$ cat src/rtl/core/command_line_tokenizer_core_defines.svh
// ----------------------------------------------------------------------------
// Command line tokenizer: assertion macros
// Shared property forms for the concurrent checks of the tokenizer core.
// ----------------------------------------------------------------------------
`ifndef COMMAND_LINE_TOKENIZER_CORE_DEFINES_SVH
`define COMMAND_LINE_TOKENIZER_CORE_DEFINES_SVH

// Same-cycle implication, sampled on clk, off while arst_n is low.
`define CLTK_ASSERT_NOW(lbl, ante, cons, msg) \
	lbl: assert property (@(posedge clk) disable iff (!arst_n) (ante) |-> (cons)) \
		else $error(msg);

// Next-cycle implication, sampled on clk, off while arst_n is low.
`define CLTK_ASSERT_NEXT(lbl, ante, cons, msg) \
	lbl: assert property (@(posedge clk) disable iff (!arst_n) (ante) |=> (cons)) \
		else $error(msg);

`endif

$ cat src/rtl/core/cltk_pkg.sv
// ----------------------------------------------------------------------------
// Command line tokenizer package
// Character codes, quote and status codes, queue entry type, escape decode.
// ----------------------------------------------------------------------------
`default_nettype none

package cltk_pkg;

	localparam int LINE_BYTES = 128;
	// Lines longer than this many bytes are reported as too long.
	localparam logic [7:0] LEN_LIMIT = 8'(LINE_BYTES - 4);

	localparam int QUEUE_DEPTH_DEF = 2;

	localparam logic [6:0] ARG_LIMIT_RST = 7'd16;

	localparam logic [7:0] CH_NUL       = 8'h00;
	localparam logic [7:0] CH_BACKSLASH = 8'h5C;
	localparam logic [7:0] CH_SQUOTE    = 8'h27;
	localparam logic [7:0] CH_DQUOTE    = 8'h22;
	localparam logic [7:0] CH_SPACE     = 8'h20;
	localparam logic [7:0] CH_ESC       = 8'h1B;

	localparam logic [1:0] QM_NONE   = 2'd0;
	localparam logic [1:0] QM_SINGLE = 2'd1;
	localparam logic [1:0] QM_DOUBLE = 2'd2;

	localparam logic [1:0] ST_OK       = 2'd0;
	localparam logic [1:0] ST_EMPTY    = 2'd1;
	localparam logic [1:0] ST_TOO_LONG = 2'd2;
	localparam logic [1:0] ST_UNCLOSED = 2'd3;

	localparam logic KIND_CHAR    = 1'b0;
	localparam logic KIND_SUMMARY = 1'b1;

	typedef struct packed {
		logic       eol;
		logic [7:0] oc;
		logic [1:0] status;
	} cltk_entry_t;

	function automatic logic [7:0] decode_escape(input logic [7:0] c);
		logic [7:0] r;
		case (c)
			8'h6E:   r = 8'h0A; // n
			8'h72:   r = 8'h0D; // r
			8'h74:   r = 8'h09; // t
			8'h62:   r = 8'h08; // b
			8'h66:   r = 8'h0C; // f
			8'h65:   r = CH_ESC; // e
			default: r = c;
		endcase
		return r;
	endfunction

endpackage

`default_nettype wire

$ cat src/rtl/core/command_line_tokenizer_core.sv
// Path: an accepted byte is written into the entry queue, then popped into the output register.
// Throughput: one byte per cycle while the entry queue has room (in_ready high).
// The entry queue lets the front keep taking bytes while a result waits.
// Bytes that open an escape or open or close a quote give no result.
// Reset (arst_n low, asynchronous): line state cleared, arg_limit set to 16.
// ----------------------------------------------------------------------------
// Command line tokenizer core
// Splits a byte stream into compacted, tagged tokens with an end-of-line summary.
// ----------------------------------------------------------------------------
`default_nettype none

`include "command_line_tokenizer_core_defines.svh"

module command_line_tokenizer_core
	import cltk_pkg::*;
#(
	parameter int QUEUE_DEPTH = QUEUE_DEPTH_DEF
) (
	input  wire logic       clk,
	input  wire logic       arst_n,
	input  wire logic       cfg_write,
	input  wire logic [6:0] cfg_data,
	input  wire logic       in_valid,
	output logic            in_ready,
	input  wire logic [7:0] ch,
	output logic            out_valid,
	input  wire logic       out_ready,
	output logic            kind,
	output logic [7:0]      out_char,
	output logic            token_start,
	output logic [5:0]      token_index,
	output logic [5:0]      arg_count,
	output logic [1:0]      status
);

	logic [6:0]  arg_limit_q;
	logic [5:0]  cap;
	logic        push, pop, q_full, q_valid;
	cltk_entry_t wr_entry, rd_entry;

	always_ff @(posedge clk or negedge arst_n) begin
		if (!arst_n) begin
			arg_limit_q <= ARG_LIMIT_RST;
		end else if (cfg_write) begin
			arg_limit_q <= cfg_data;
		end
	end

	// at least one token, at most 63
	always_comb begin
		if (arg_limit_q < 7'd2) begin
			cap = 6'd1;
		end else if (arg_limit_q > 7'd64) begin
			cap = 6'd63;
		end else begin
			cap = 6'(arg_limit_q - 7'd1);
		end
	end

	cltk_front u_front (
		.clk      (clk),
		.arst_n   (arst_n),
		.in_valid (in_valid),
		.in_ready (in_ready),
		.ch       (ch),
		.q_full   (q_full),
		.push     (push),
		.entry    (wr_entry)
	);

	cltk_queue #(
		.DEPTH (QUEUE_DEPTH)
	) u_queue (
		.clk       (clk),
		.arst_n    (arst_n),
		.push      (push),
		.wr_entry  (wr_entry),
		.pop       (pop),
		.rd_entry  (rd_entry),
		.full      (q_full),
		.not_empty (q_valid)
	);

	cltk_back u_back (
		.clk         (clk),
		.arst_n      (arst_n),
		.q_valid     (q_valid),
		.q_entry     (rd_entry),
		.pop         (pop),
		.cap         (cap),
		.out_valid   (out_valid),
		.out_ready   (out_ready),
		.kind        (kind),
		.out_char    (out_char),
		.token_start (token_start),
		.token_index (token_index),
		.arg_count   (arg_count),
		.status      (status)
	);

	`CLTK_ASSERT_NOW(a_summary_clean, out_valid && kind == KIND_SUMMARY, out_char == CH_NUL && !token_start && token_index == 6'd0, "summary beat carries character fields")
	`CLTK_ASSERT_NOW(a_bad_status_no_count, out_valid && kind == KIND_SUMMARY && status != ST_OK, arg_count == 6'd0, "failed line reports a token count")
	`CLTK_ASSERT_NOW(a_index_below_cap, out_valid && kind == KIND_CHAR && token_start, token_index < cap && out_char != CH_NUL, "token start beyond limit or on separator")
	`CLTK_ASSERT_NEXT(a_pop_fills_output, pop, out_valid, "popped entry did not reach output")

endmodule

`default_nettype wire

$ cat src/rtl/core/cltk_front.sv
// ----------------------------------------------------------------------------
// Command line tokenizer: front end
// Accepts bytes, tracks escape, quote and line length, and pushes one
// classified entry for every byte that produces a result.
// ----------------------------------------------------------------------------
`default_nettype none

module cltk_front
	import cltk_pkg::*;
(
	input  wire logic        clk,
	input  wire logic        arst_n,
	input  wire logic        in_valid,
	output logic             in_ready,
	input  wire logic [7:0]  ch,
	input  wire logic        q_full,
	output logic             push,
	output cltk_entry_t      entry
);

	logic       esc_q, esc_d;
	logic [1:0] quote_q, quote_d;
	logic [7:0] len_q, len_d;
	logic       accept;
	logic [7:0] closer;

	assign in_ready = !q_full;
	assign accept   = in_valid && in_ready;
	assign closer   = (quote_q == QM_SINGLE) ? CH_SQUOTE : CH_DQUOTE;

	always_comb begin
		push    = 1'b0;
		entry   = '0;
		esc_d   = esc_q;
		quote_d = quote_q;
		len_d   = len_q;
		if (accept) begin
			if (ch == CH_NUL) begin
				push      = 1'b1;
				entry.eol = 1'b1;
				if (len_q == 8'd0) begin
					entry.status = ST_EMPTY;
				end else if (len_q > LEN_LIMIT) begin
					entry.status = ST_TOO_LONG;
				end else if (quote_q != QM_NONE) begin
					entry.status = ST_UNCLOSED;
				end else begin
					entry.status = ST_OK;
				end
				// drop any pending escape and start a fresh line
				esc_d   = 1'b0;
				quote_d = QM_NONE;
				len_d   = 8'd0;
			end else begin
				if (len_q != 8'hFF) begin
					len_d = len_q + 8'd1;
				end
				if (esc_q) begin
					esc_d    = 1'b0;
					push     = 1'b1;
					entry.oc = decode_escape(ch);
				end else if (ch == CH_BACKSLASH && quote_q != QM_SINGLE) begin
					esc_d = 1'b1;
				end else if (quote_q != QM_NONE) begin
					if (ch == closer) begin
						quote_d = QM_NONE;
					end else begin
						push     = 1'b1;
						entry.oc = ch;
					end
				end else if (ch == CH_SQUOTE) begin
					quote_d = QM_SINGLE;
				end else if (ch == CH_DQUOTE) begin
					quote_d = QM_DOUBLE;
				end else if (ch == CH_SPACE) begin
					push     = 1'b1;
					entry.oc = CH_NUL;
				end else begin
					push     = 1'b1;
					entry.oc = ch;
				end
			end
		end
	end

	always_ff @(posedge clk or negedge arst_n) begin
		if (!arst_n) begin
			esc_q   <= 1'b0;
			quote_q <= QM_NONE;
			len_q   <= 8'd0;
		end else begin
			esc_q   <= esc_d;
			quote_q <= quote_d;
			len_q   <= len_d;
		end
	end

endmodule

`default_nettype wire

$ cat src/rtl/core/cltk_queue.sv
// ----------------------------------------------------------------------------
// Command line tokenizer: entry queue
// Small register FIFO between the front end and the back end.
// ----------------------------------------------------------------------------
`default_nettype none

module cltk_queue
	import cltk_pkg::*;
#(
	parameter int DEPTH = QUEUE_DEPTH_DEF
) (
	input  wire logic        clk,
	input  wire logic        arst_n,
	input  wire logic        push,
	input  wire cltk_entry_t wr_entry,
	input  wire logic        pop,
	output cltk_entry_t      rd_entry,
	output logic             full,
	output logic             not_empty
);

	localparam int PW = (DEPTH > 1) ? $clog2(DEPTH) : 1;
	localparam int CW = $clog2(DEPTH + 1);

	cltk_entry_t   slots_q [DEPTH];
	logic [PW-1:0] wr_ptr_q, rd_ptr_q;
	logic [CW-1:0] count_q;

	assign full      = (count_q == CW'(DEPTH));
	assign not_empty = (count_q != '0);
	assign rd_entry  = slots_q[rd_ptr_q];

	always_ff @(posedge clk) begin
		if (push) begin
			slots_q[wr_ptr_q] <= wr_entry;
		end
	end

	always_ff @(posedge clk or negedge arst_n) begin
		if (!arst_n) begin
			wr_ptr_q <= '0;
			rd_ptr_q <= '0;
			count_q  <= '0;
		end else begin
			if (push) begin
				wr_ptr_q <= (wr_ptr_q == PW'(DEPTH - 1)) ? '0 : wr_ptr_q + PW'(1);
			end
			if (pop) begin
				rd_ptr_q <= (rd_ptr_q == PW'(DEPTH - 1)) ? '0 : rd_ptr_q + PW'(1);
			end
			if (push && !pop) begin
				count_q <= count_q + CW'(1);
			end else if (pop && !push) begin
				count_q <= count_q - CW'(1);
			end
		end
	end

endmodule

`default_nettype wire

$ cat src/rtl/core/cltk_back.sv
// ----------------------------------------------------------------------------
// Command line tokenizer: back end
// Pops classified entries, counts tokens, and fills the output register.
// ----------------------------------------------------------------------------
`default_nettype none

module cltk_back
	import cltk_pkg::*;
(
	input  wire logic        clk,
	input  wire logic        arst_n,
	input  wire logic        q_valid,
	input  wire cltk_entry_t q_entry,
	output logic             pop,
	input  wire logic [5:0]  cap,
	output logic             out_valid,
	input  wire logic        out_ready,
	output logic             kind,
	output logic [7:0]       out_char,
	output logic             token_start,
	output logic [5:0]       token_index,
	output logic [5:0]       arg_count,
	output logic [1:0]       status
);

	logic       valid_q;
	logic       prev_sep_q;
	logic [5:0] tokens_q;
	logic       kind_q, start_q;
	logic [7:0] char_q;
	logic [5:0] index_q, count_q;
	logic [1:0] status_q;
	logic       is_sep, start;

	// advance when the output register is free or its beat is taken now
	assign pop    = q_valid && (!valid_q || out_ready);
	assign is_sep = (q_entry.oc == CH_NUL);
	assign start  = !q_entry.eol && prev_sep_q && !is_sep && (tokens_q < cap);

	always_ff @(posedge clk or negedge arst_n) begin
		if (!arst_n) begin
			valid_q    <= 1'b0;
			prev_sep_q <= 1'b1;
			tokens_q   <= 6'd0;
		end else begin
			if (pop) begin
				valid_q <= 1'b1;
			end else if (out_ready) begin
				valid_q <= 1'b0;
			end
			if (pop) begin
				if (q_entry.eol) begin
					prev_sep_q <= 1'b1;
					tokens_q   <= 6'd0;
				end else begin
					prev_sep_q <= is_sep;
					if (start) begin
						tokens_q <= tokens_q + 6'd1;
					end
				end
			end
		end
	end

	always_ff @(posedge clk) begin
		if (pop) begin
			kind_q   <= q_entry.eol ? KIND_SUMMARY : KIND_CHAR;
			char_q   <= q_entry.eol ? CH_NUL : q_entry.oc;
			start_q  <= start;
			index_q  <= start ? tokens_q : 6'd0;
			count_q  <= (q_entry.eol && q_entry.status == ST_OK) ? tokens_q : 6'd0;
			status_q <= q_entry.eol ? q_entry.status : ST_OK;
		end
	end

	assign out_valid   = valid_q;
	assign kind        = kind_q;
	assign out_char    = char_q;
	assign token_start = start_q;
	assign token_index = index_q;
	assign arg_count   = count_q;
	assign status      = status_q;

endmodule

`default_nettype wire
$ cat config.mk
export PLATFORM = sky130hd
export DESIGN_NAME = command_line_tokenizer_core
export DESIGN_NICKNAME = d
export VERILOG_FILES = /design/src/rtl/core/cltk_pkg.sv /design/src/rtl/core/command_line_tokenizer_core.sv /design/src/rtl/core/cltk_front.sv /design/src/rtl/core/cltk_queue.sv /design/src/rtl/core/cltk_back.sv
export VERILOG_INCLUDE_DIRS = /design/src /design/src/rtl/core
export SDC_FILE = /design/constraint.sdc
export NUM_CORES = 1
export LEC_CHECK = 0
export ABC_CLOCK_PERIOD_IN_PS = 3530
export CAP_MARGIN = 20
export CELL_PAD_IN_SITES_DETAIL_PLACEMENT = 1
export CELL_PAD_IN_SITES_GLOBAL_PLACEMENT = 1
export CORE_AREA = 2 2 123 77
export CTS_CLUSTER_DIAMETER = 200
export DETAILED_ROUTE_END_ITERATION = 6
export DIE_AREA = 0 0 125 79
export DONT_BUFFER_PORTS = 1
export GPL_TIMING_DRIVEN = 0
export PLACE_DENSITY = 0.84
export REMOVE_ABC_BUFFERS = 1
export SLEW_MARGIN = 20
export SYNTH_ARGS = -nofsm -noshare
export SYNTH_HDL_FRONTEND = slang
export SYNTH_HIERARCHICAL = 1
export SYNTH_SLANG_ARGS = --single-unit
$ cat constraint.sdc
create_clock -name clk -period 3.53 [get_ports clk]
set_clock_uncertainty 0.15 [all_clocks]
set_input_delay 0.353 -clock clk [delete_from_list [all_inputs] [get_ports clk]]
set_output_delay 0.353 -clock clk [all_outputs]
set_load 0.02 [all_outputs]
## After elaboration in Yosys (flattened, before gate mapping)

Memories as Yosys holds them, arrays and structs flattened.
Index checks and enable logic that the tools add are counted.

| word-level totals | value |
|---|---|
| bits in registers | 54 |
| memory bits (writable) | 22 |
| input port bits | 20 |
| output and inout bits | 26 |
| logic and storage cells | 126 |
| memories | 1 |

| operators by class | value |
|---|---|
| add/subtract/negate cells | 7 |
| order comparisons | 4 |
| equality and inequality tests | 18 |
| multiplexer cells | 50 |
| reduce and logical (&&, ||, !) cells | 30 |

Memories:

| memory | depth | bits a word | read ports | clocked after memory_dff | wr ports | line | source |
|---|---|---|---|---|---|---|---|
| u_queue.slots_q | 2 | 11 | 1 | 0 | 1 | cltk_queue.sv:25 | `cltk_entry_t slots_q [DEPTH];` |

Operator list:

| cell | count |
|---|---|
| $mux W8 | 10 |
| $eq A8 B7 Y1 const B | 7 |
| $pmux W8 S6 | 1 |
| $mux W2 | 13 |
| $eq A8 B6 Y1 const B | 3 |
| $logic_not A8 Y1 | 3 |
| $mux W6 | 4 |
| $mux W1 | 20 |
| $reduce_bool A2 Y1 | 6 |
| $mux W11 | 1 |
| $logic_and A1 B1 Y1 | 9 |
| $add A8 B1 Y8 const B | 1 |
| $eq A8 B8 Y1 | 1 |
| $gt A8 B7 Y1 const B | 1 |
| $ne A8 B8 Y1 const B | 1 |
| $gt A7 B7 Y1 const B | 1 |
| $lt A7 B2 Y1 const B | 1 |
| $add A6 B1 Y6 const B | 1 |
| $logic_not A1 Y1 | 6 |
| $lt A6 B6 Y1 | 1 |
| $sub A6 B1 Y6 const B | 1 |
| $reduce_and A5 Y1 | 1 |
| $ne A2 B1 Y1 const B | 2 |
| $reduce_and A2 Y1 | 2 |
| other kinds (11) | 12 |

## Longest topological paths before layout

Gate-level depths: netlist of run 1.

| depth | value |
|---|---|
| word-level depth | 13 |
| mapped depth | 13 |
| mapped depth without buffers | 12 |

## By module

Netlist of run 1, hierarchy kept.

Modules (own cells, without submodules):

| module | times used | cells each | area an instance (um2) | sequential area each (um2) |
|---|---|---|---|---|
| cltk_back | 1 | 122 | 1524.0 | 922.1 |
| cltk_front | 1 | 155 | 1164.9 | 275.3 |
| cltk_queue | 1 | 50 | 1018.5 | 760.7 |
| command_line_tokenizer_core | 1 | 41 | 424.2 | 176.4 |

## Least setup slack after synthesis of run 1

OpenSTA, ideal clock, no wires.

| path | value |
|---|---|
| kind | register to register |
| start | reg arg_limit_q[0] |
| end | reg u_back.tokens_q[2] |
| library setup time | 0.102 ns |
| arrival time | 2.521 ns |
| required time | 3.278 ns |
| path slack | 0.757 ns |
| cell stages (with the launch flop) | 13 |
| path buffers | 1 |
| clock period less this slack | 2.773 ns |
| path through | dfrtp_1 -> inv_1 -> ha_1 -> or3b_1 -> o211ai_1 -> inv_1 -> ha_1 -> nand2_1 -> o2111ai_1 -> a211oi_4 -> buf_6 -> nand4_2 -> o211ai_2 |

| between the ends | value |
|---|---|
| longest elaborated chain between the ends | 7 |
| elaborated cells between the ends (all ways) | 9 |
| classes of those cells | 1 x add/sub; 3 x order compare; 2 x mux; 3 x reduce/logical |

RTL lines:

| item | line | source |
|---|---|---|
| start, declared | command_line_tokenizer_core.sv:36 | `logic [6:0] arg_limit_q;` |
| start signal, assigned | command_line_tokenizer_core.sv:45 | `arg_limit_q <= cfg_data;` |
| $sub A6 B1 Y6 / $gt A7 B7 Y1 (equally long branches) | command_line_tokenizer_core.sv:56, command_line_tokenizer_core.sv:53 |  |
| $mux W6 | command_line_tokenizer_core.sv:53 | `end else if (arg_limit_q > 7'd64) begin` |
| $mux W6 (*) | command_line_tokenizer_core.sv:51 | `if (arg_limit_q < 7'd2) begin` |
| via cap[4] | command_line_tokenizer_core.sv:37 | `logic [5:0] cap;` |
| $lt A6 B6 Y1 (*) | cltk_back.sv:38 | `assign start = !q_entry.eol && prev_sep_q && !is_sep && (tokens_q < cap);` |
| $logic_and A1 B1 Y1 (*) | cltk_back.sv:38 |  |
| via u_back.start | cltk_back.sv:33 | `logic is_sep, start;` |
| $reduce_bool A2 Y1 (no line) (*) | - |  |
| $reduce_and A2 Y1 (no line) (*) | - |  |
| end signal, assigned | cltk_back.sv:58 | `tokens_q <= tokens_q + 6'd1;` |
| end, declared | cltk_back.sv:28 | `logic [5:0] tokens_q;` |

The timed path passes the listed nets; every way through them passes the cells marked *.
A chain may end at the register's enable or synchronous reset.

## Worst setup path in the final report of run 1

| path | value |
|---|---|
| start | reg arg_limit_q[0] |
| end | reg u_back.index_q[0] (netlist: u_back/token_index[0]) (data pin) |

| between the ends | value |
|---|---|
| longest elaborated chain between the ends | 5 |
| elaborated cells between the ends (all ways) | 7 |
| classes of those cells | 1 x add/sub; 3 x order compare; 2 x mux; 1 x reduce/logical |

RTL lines:

| item | line | source |
|---|---|---|
| $sub A6 B1 Y6 / $gt A7 B7 Y1 (equally long branches) | command_line_tokenizer_core.sv:56, command_line_tokenizer_core.sv:53 |  |
| $mux W6 | command_line_tokenizer_core.sv:53 |  |
| $mux W6 (*) | command_line_tokenizer_core.sv:51 |  |
| via cap[4] | command_line_tokenizer_core.sv:37 |  |
| $lt A6 B6 Y1 (*) | cltk_back.sv:38 |  |
| $logic_and A1 B1 Y1 (*) | cltk_back.sv:38 |  |
| end signal, assigned | cltk_back.sv:70 | `index_q <= start ? tokens_q : 6'd0;` |
| end, declared | cltk_back.sv:31 | `logic [5:0] index_q, count_q;` |

Marked as above.

==> impl_metrics.py, run 1 <==
metrics = {
    "outcome": {
        "status": "complete, no violations",
    },
    "synth": {
        "synth_area_leaders": "edfxtp_1 (33%), dfrtp_1 (17%), mux2_4 (3.3%)",
        "netlist.area_leader.share_pct": 33.4,
        "avgSynthCellArea_um2": 11.2,
        "ys_warn_count": 6,
        "yosysTopAreaCell": "edfxtp_1",
        "syn_inst": 368,
        "ys_seq_area_share_pct": 51.7,
        "yosysUniqueCellTypes": 73,
        "syn-cell-area_mm2": 0.00413,
        "synth-main-ff-cell": "edfxtp_1",
        "synth_seq_cells": 76,
        "synth_edf_count": 46,
        "postSynth.asyncResetShare_pct": 39.5,
    },
    "final_layout": {
        "seqCellArea_mm2": 0.00213,
        "fin_nets": 400,
        "diodes": 0,
        "syn_to_final_growth_pct": 11.5,
        "fillers": 924,
        "multi_input_area_mm2": 0.00182,
        "drive_above_1_share_pct": 17.3,
    },
    "clock_network": {
        "ctsHtreeMaxLevel": 3,
        "ctsLongestPathBuffers": 2,
        "cts-root-buf": "clkbuf_16",
        "cts_tree": "yes",
        "clkTransAtPathRegs_ps": 60,
        "cts_buffers": 9,
        "clkLatencyLatePin_ps": 340,
        "clock-sinks": 76,
    },
    "floorplanning": {
        "dieHeight_um": 79,
        "coreArea_mm2": 0.00885,
        "pin_count": 46,
        "initial_core_util_pct": 46.7,
        "dieWidth_um": 125,
        "num_rows": 27,
        "die-area_mm2": 0.00988,
    },
    "timing": {
        "fmax_ghz": 0.314,
        "final-setup-viol-count": 0,
        "fin_setup_tns_ps": 0,
        "tightest_slew_ps": 788,
        "fin_crit_sh_pct": 90.1,
        "rsz0062_at_grt": "no",
        "finalHoldViolCount": 0,
        "holdWs_ps": 13.8,
        "relSlewSlack_pct": 47.4,
        "post-route-min-period_ps": 3180,
        "fin_ws_ps": 350,
        "drv_slew": 0,
    },
    "worst_hold_path": {
        "hp-start": "cfg_write",
        "holdPathEnd": "arg_limit_q[6]",
        "hold_depth": 1,
        "min_path_type": "input pin to flop",
    },
    "worst_setup_path": {
        "r2r_start": "arg_limit_q[0]",
        "ff2ff_path_depth": 12,
        "startpoint_type": "flop",
        "rrSetupSlack_ps": 350,
        "cp_data_required_time_ps": 3470,
        "r2r-end": "u_back/token_index[0]",
        "cp-end-kind": "flop",
        "arrival_ps": 3120,
        "setup.worst_path.class": "flop to flop",
        "cp_max_fo": 11,
    },
    "place": {
        "place_ws_ps": 209,
        "portBuffers": 0,
        "place.gp.congestion": 0.811,
        "hpwl_um": 6860,
    },
    "global_routing": {
        "grt_pass1_vias": 3040,
        "grtUsageTotal_pct": 20.8,
        "grt_max_degree": 31,
        "grt_pass1_wl_um": 15800,
        "grt_overflow": 0,
        "antenna_found_initial": 0,
    },
    "route": {
        "via_count": 2893,
        "final_antenna_net_count": 0,
        "firstDrtPassIters": 4,
        "first_iter_violations": 206,
        "wirelength_um": 9920,
        "drcViolationCount": 0,
        "avgRoutedWirePerCell_um": 20.2,
        "vias_per_cell": 5.89,
    },
    "power_and_ir_drop": {
        "p_leak_nw": 1.80,
        "vdd_drop_max_v": 0.000308,
        "powerDensity_mw_per_mm2": 799,
    },
    "run": {
        "drv_cap": 0,
    },
}
[flip-flops by register name (all words and copies together) (netlist names), 2 cells and up]
| signal | count |
|---|---|
| arg_limit_q | 7 |
| u_back/arg_count | 6 |
| u_back/out_char | 8 |
| u_back/status | 2 |
| u_back/token_index | 6 |
| u_back/tokens_q | 6 |
| u_front/len_q | 8 |
| u_front/quote_q | 2 |
| u_queue/count_q | 2 |
| u_queue/slots_q | 22 |
[layout make-up]
class,count,area share (%)
Multi-Input combinational cell,251,39.4
Tap cell,116,3.15
Inverter,25,2.04
Clock inverter,7,1.98
Timing Repair Buffer,7,2.23
Clock buffer,9,4.89
Sequential cell,76,46.3
[layout by cell type, fill, tap and decap left out, types with 3 or more instances in the layout]
cell / n
o21ai_0: 8
mux2i_1: 4
and2_2: 7
nand3_1: 6
o31ai_1: 3
nor4_1: 8
xnor2_1: 3
nand2_1: 29
nor2_1: 15
o211ai_1: 6
or3_1: 6
mux2_4: 9
inv_1: 23
xor2_1: 4
and2_1: 9
ha_1: 10
nand2b_1: 8
nor2b_1: 14
dfrtp_1: 28
a21oi_1: 15
o41ai_1: 4
clkbuf_16: 9
nor3b_1: 5
nand4_1: 7
nor3_1: 9
mux2_2: 6
edfxtp_1: 46
a21o_1: 4
[worst max-delay path by stage]
stage	start	end
after floorplan	arg_limit_q[0]	u_back/tokens_q[4]
after global placement	arg_limit_q[0]	u_back/tokens_q[4]
after detailed placement	arg_limit_q[0]	u_back/tokens_q[4]
after CTS	arg_limit_q[0]	u_back/tokens_q[4]
after global routing	arg_limit_q[0]	u_back/tokens_q[4]
final	arg_limit_q[0]	u_back/token_index[0]
[kinds of logic after synthesis]
family                   Yosys count  synth area share (%)
AND/OR/NAND/NOR                  150                  21.5
flip-flops                        76                  51.7
AO/OA/AOI/OAI                     65                  12.0
buffers and inverters             41                  4.45
multiplexers                      19                  5.88
adder cells (fa/ha/maj)           10                  3.03
XOR/XNOR                           7                  1.48
[cells in the mapped netlist, types with 3 or more instances]
library cell  instances
mux2i_1               4
ha_1                 10
and2_1                9
inv_1                23
a21oi_1              15
nor2b_1              15
edfxtp_1             46
o21ai_0               8
nor4_1                8
a21o_1                4
buf_6                 4
xnor2_1               3
o31ai_1               3
nor3b_1               5
mux2_2                6
nand4_1               7
and2_2                7
dfrtp_1              28
clkbuf_1             12
or3_1                 6
nand2b_1              8
nor3_1                9
nor2_1               15
o41ai_1               4
nand2_1              29
o211ai_1              6
nand3_1               6
mux2_4                9
xor2_1                4
[per-layer routing]
metal | global-route usage [%] | share of wire, %
met1 | 27.0 | 47
met2 | 34.9 | 48
met3 | 5.59 | 3.4
met4 | 5.89 | 1.2
met5 | 0 | 0
[power breakdown]
| group | switching (W) | total, W | internal [W] |
|---|---|---|---|
| registers | 0.000387 | 0.00171 | 0.00132 |
| clock network | 0.000360 | 0.000976 | 0.000616 |
| logic | 0.000566 | 0.000999 | 0.000433 |
[repair_timing]
item | 4_1_cts | 5_1_grt
endpoints found under the setup margin | 0 | 3
hold buffers | 3 | 0
gates resized for setup | 0 | 0
hold endpoints to repair | 32 | 0
setup buffers | 0 | 3
[per-stage QoR]
stage | instances | power (W) | utilization (%) | area [um2]
6_report | 491 | 0.00368 | 52.1 | 4610
5_1_grt | 491 | 0.00387 | 52.1 | 4610
4_1_cts | 488 | 0.00367 | 51.6 | 4570
3_5_place_dp | 469 | 0.00266 | 47.6 | 4210
3_3_place_gp | 468 | 0.00254 | 47.3 | 4190
2_1_floorplan | 352 | 0.00233 | - | 4040
[critical path, stage by stage, from the launching register on]
cell and delay (ps):
dfrtp_1 450, inv_1 120, ha_1 240, or3b_1 390
o211ai_1 190, inv_1 60, ha_1 280, nand2_1 70
o2111ai_1 390, a211oi_4 100, buf_12 160, buf_4 140
and2_2 190
Note: power is estimated with default switching activity, not from simulation.
==> run 2, diff against run 1 <==
--- a/config.mk
+++ b/config.mk
@@ -6,6 +6,7 @@
 export SDC_FILE = /design/constraint.sdc
 export NUM_CORES = 1
 export LEC_CHECK = 0
+export ABC_AREA = 1
 export ABC_CLOCK_PERIOD_IN_PS = 3530
 export CAP_MARGIN = 20
 export CELL_PAD_IN_SITES_DETAIL_PLACEMENT = 1
@@ -16,7 +17,7 @@
 export DIE_AREA = 0 0 125 79
 export DONT_BUFFER_PORTS = 1
 export GPL_TIMING_DRIVEN = 0
-export PLACE_DENSITY = 0.84
+export PLACE_DENSITY = 0.87
 export REMOVE_ABC_BUFFERS = 1
 export SLEW_MARGIN = 20
 export SYNTH_ARGS = -nofsm -noshare
==> impl_metrics.py, run 2 <==
metrics = {
    "outcome": {
        "status": "complete, no violations",
    },
    "place": {
        "portBuffers": 0,
        "dp.cells": 575,
        "hpwl_um": 7510,
        "place_area_mm2": 0.00424,
        "place.gp.congestion": 0.906,
    },
    "final_layout": {
        "final_util_pct": 52.1,
        "top_register": "u_queue/slots_q",
        "fin_nets": 504,
        "final_common_cell": "nand2_1",
        "syn_to_final_growth_pct": 12.0,
        "largest_register_ffs": 22,
        "diodes": 0,
        "drive_above_1_share_pct": 12.1,
        "instances_no_fill": 595,
        "layout_common_cells": "nand2_1 (101), nor2_1 (74), inv_1 (65)",
        "fillers": 1042,
        "postLayoutCellArea_mm2": 0.00461,
    },
    "floorplanning": {
        "die-area_mm2": 0.00988,
        "dieHeight_um": 79,
        "pin_count": 46,
        "dieWidth_um": 125,
        "initial_core_util_pct": 46.5,
        "coreArea_mm2": 0.00885,
        "num_rows": 27,
    },
    "power_and_ir_drop": {
        "power.internal_w": 0.00229,
        "p_leak_nw": 2.12,
        "p_comb_share_pct": 27.3,
        "powerDensity_mw_per_mm2": 793,
        "p_seq_share_pct": 46.0,
        "swShare_pct": 37.3,
        "vdd_drop_max_v": 0.000362,
        "p_switching_w": 0.00136,
        "clock_power_share_pct": 26.7,
    },
    "route": {
        "firstDrtPassIters": 4,
        "vias_per_cell": 5.34,
        "wirelength_um": 10300,
        "final_antenna_net_count": 0,
        "first_iter_violations": 195,
        "avgRoutedWirePerCell_um": 17.3,
        "drcViolationCount": 0,
        "via_count": 3179,
    },
    "global_routing": {
        "antenna_found_initial": 0,
        "grt_pass1_wl_um": 16900,
        "grtUsageMet2_pct": 37.6,
        "grt.busiest_layer": "met2",
        "grtUsageTotal_pct": 22.1,
        "grtUsageMet1_pct": 27.5,
        "use_met3_pct": 6.13,
        "grt_pass1_vias": 3412,
        "grt_overflow": 0,
        "grt_max_degree": 35,
    },
    "timing": {
        "tightest_slew_ps": 991,
        "fin_crit_sh_pct": 81.4,
        "final-setup-viol-count": 0,
        "rsz0062_at_grt": "no",
        "post-route-min-period_ps": 2870,
        "fin_setup_tns_ps": 0,
        "finalHoldViolCount": 0,
        "drv_slew": 0,
        "relSlewSlack_pct": 33.7,
        "fmax_ghz": 0.348,
    },
    "clock_network": {
        "ctsHtreeMaxLevel": 3,
        "post_cts_buffers": 0,
        "cts_tree": "yes",
        "clock-sinks": 76,
        "cts_buffers": 9,
        "ctsLongestPathBuffers": 2,
        "cts-root-buf": "clkbuf_16",
        "clkLatencyLatePin_ps": 330,
        "clkTransAtPathRegs_ps": 60,
        "cts_resized": 0,
    },
    "synth": {
        "synth_area_leaders": "edfxtp_1 (34%), dfrtp_1 (17%), nand2_1 (9.2%)",
        "yosysUniqueCellTypes": 38,
        "syn-cell-area_mm2": 0.00411,
        "synth_seq_cells": 76,
        "synth_edf_count": 46,
        "synth-main-ff-cell": "edfxtp_1",
        "yosysTopAreaCell": "edfxtp_1",
        "ys_seq_area_share_pct": 51.9,
        "syn_inst": 462,
        "netlist.area_leader.share_pct": 33.6,
        "synthTopCellsByCount": "nand2_1 (101), nor2_1 (74), inv_1 (65), edfxtp_1 (46), dfrtp_1 (28)",
        "postSynth.asyncResetShare_pct": 39.5,
        "synthMostInstantiatedCell": "nand2_1",
        "ys_warn_count": 6,
        "avgSynthCellArea_um2": 8.90,
    },
    "worst_setup_path": {
        "arrival_ps": 2680,
        "cp-end-kind": "flop",
        "crit_path_cell_trace": "nor2_1 > inv_1 > nand3_1 > nand4_1 > a21oi_1 > inv_1 > nor2_1",
        "cp_max_fo": 11,
        "setup.worst_path.class": "flop to flop",
        "slowest_delay_ps": 760,
        "cp_top_family": "simple AND/OR/NAND/NOR gates",
        "cp_data_required_time_ps": 3330,
        "cp.buffers_inverters": 2,
        "rrSetupSlack_ps": 660,
        "startpoint_type": "flop",
        "worst_path_max_delay_cell": "nor2_1",
    },
    "run": {
        "drv_cap": 0,
    },
    "worst_hold_path": {
        "min_path_type": "input pin to flop",
    },
}
[run 2: cell count changes in the layout (fill, tap and decap cells not counted), sizes merged, moves of 7 or more]
cell and delta:
or3 -7, o21ai +11, nor4 -8, nand3 +17, nor2b -15, inv +47
nand2 +80, nor2 +70, and2 -16, nand2b -9
[run 2: final cells by class]
class,count,area (um2),share of cell area [%]
Sequential cell,76,2130,46.3
Multi-Input combinational cell,311,1690,36.7
Inverter,72,270,5.86
Clock buffer,12,246,5.35
Tap cell,116,145,3.15
Clock inverter,4,72.6,1.57
Timing Repair Buffer,4,50.0,1.09
[run 2: cells by family after synthesis]
family,Yosys count,share of synthesized area [%]
AOI/OAI and AO/OA,45,5.99
xor gates and xnor gates,8,1.70
DFF,76,51.9
and+or+nand+nor,237,26.5
adders and majority gates,10,3.04
muxes,11,3.83
buffers and inverters,75,7.06
[run 2: timing repair]
action / 4_1_cts / 5_1_grt
hold buffers: 4 / 0
setup endpoints to repair: 0 / 0
endpoints found under the hold margin: 35 / 0
[run 2: worst paths after layout]
path                            depth (start not counted)          startpoint                    end
worst max register to register                          7  u_front/quote_q[1]  u_queue/slots_q[0][9]
worst max-delay path                                    7  u_front/quote_q[1]  u_queue/slots_q[0][9]
max in group asynchronous                               2              arst_n      u_back/prev_sep_q
worst min register to register                          2  u_queue/count_q[1]     u_queue/count_q[1]
worst min-delay path                                    2         cfg_data[0]         arg_limit_q[0]
min in group asynchronous                               2              arst_n       u_front/len_q[7]
[run 2: layer usage]
layer	vias to the layer above	wire, um	part of all wire (%)
met5	-	0	0
met4	0	179	1.7
met3	18	462	4.5
met2	74	4960	48
met1	1569	4710	46
li1	1518	-	-
[run 2: per-stage QoR]
stage | hold slack [ps] | power (W) | worst slack [ps]
floorplan | -92.6 | 0.00237 | 1240
global placement | -90.9 | 0.00258 | 751
detailed placement | -91.2 | 0.00267 | 709
CTS | 2.48 | 0.00368 | 625
global route | 7.30 | 0.00386 | 364
finish | 11.7 | 0.00366 | 656
[run 2: power by group through the flow]
stage / clock (W) / combinational (W) / sequential, W
finish: 0.000975 / 0.000998 / 0.00168
global route: 0.00103 / 0.00112 / 0.00172
CTS: 0.000997 / 0.00100 / 0.00169
detailed placement: 0 / 0.000970 / 0.00170
global placement: 0 / 0.000900 / 0.00168
floorplan: 0 / 0.000736 / 0.00163
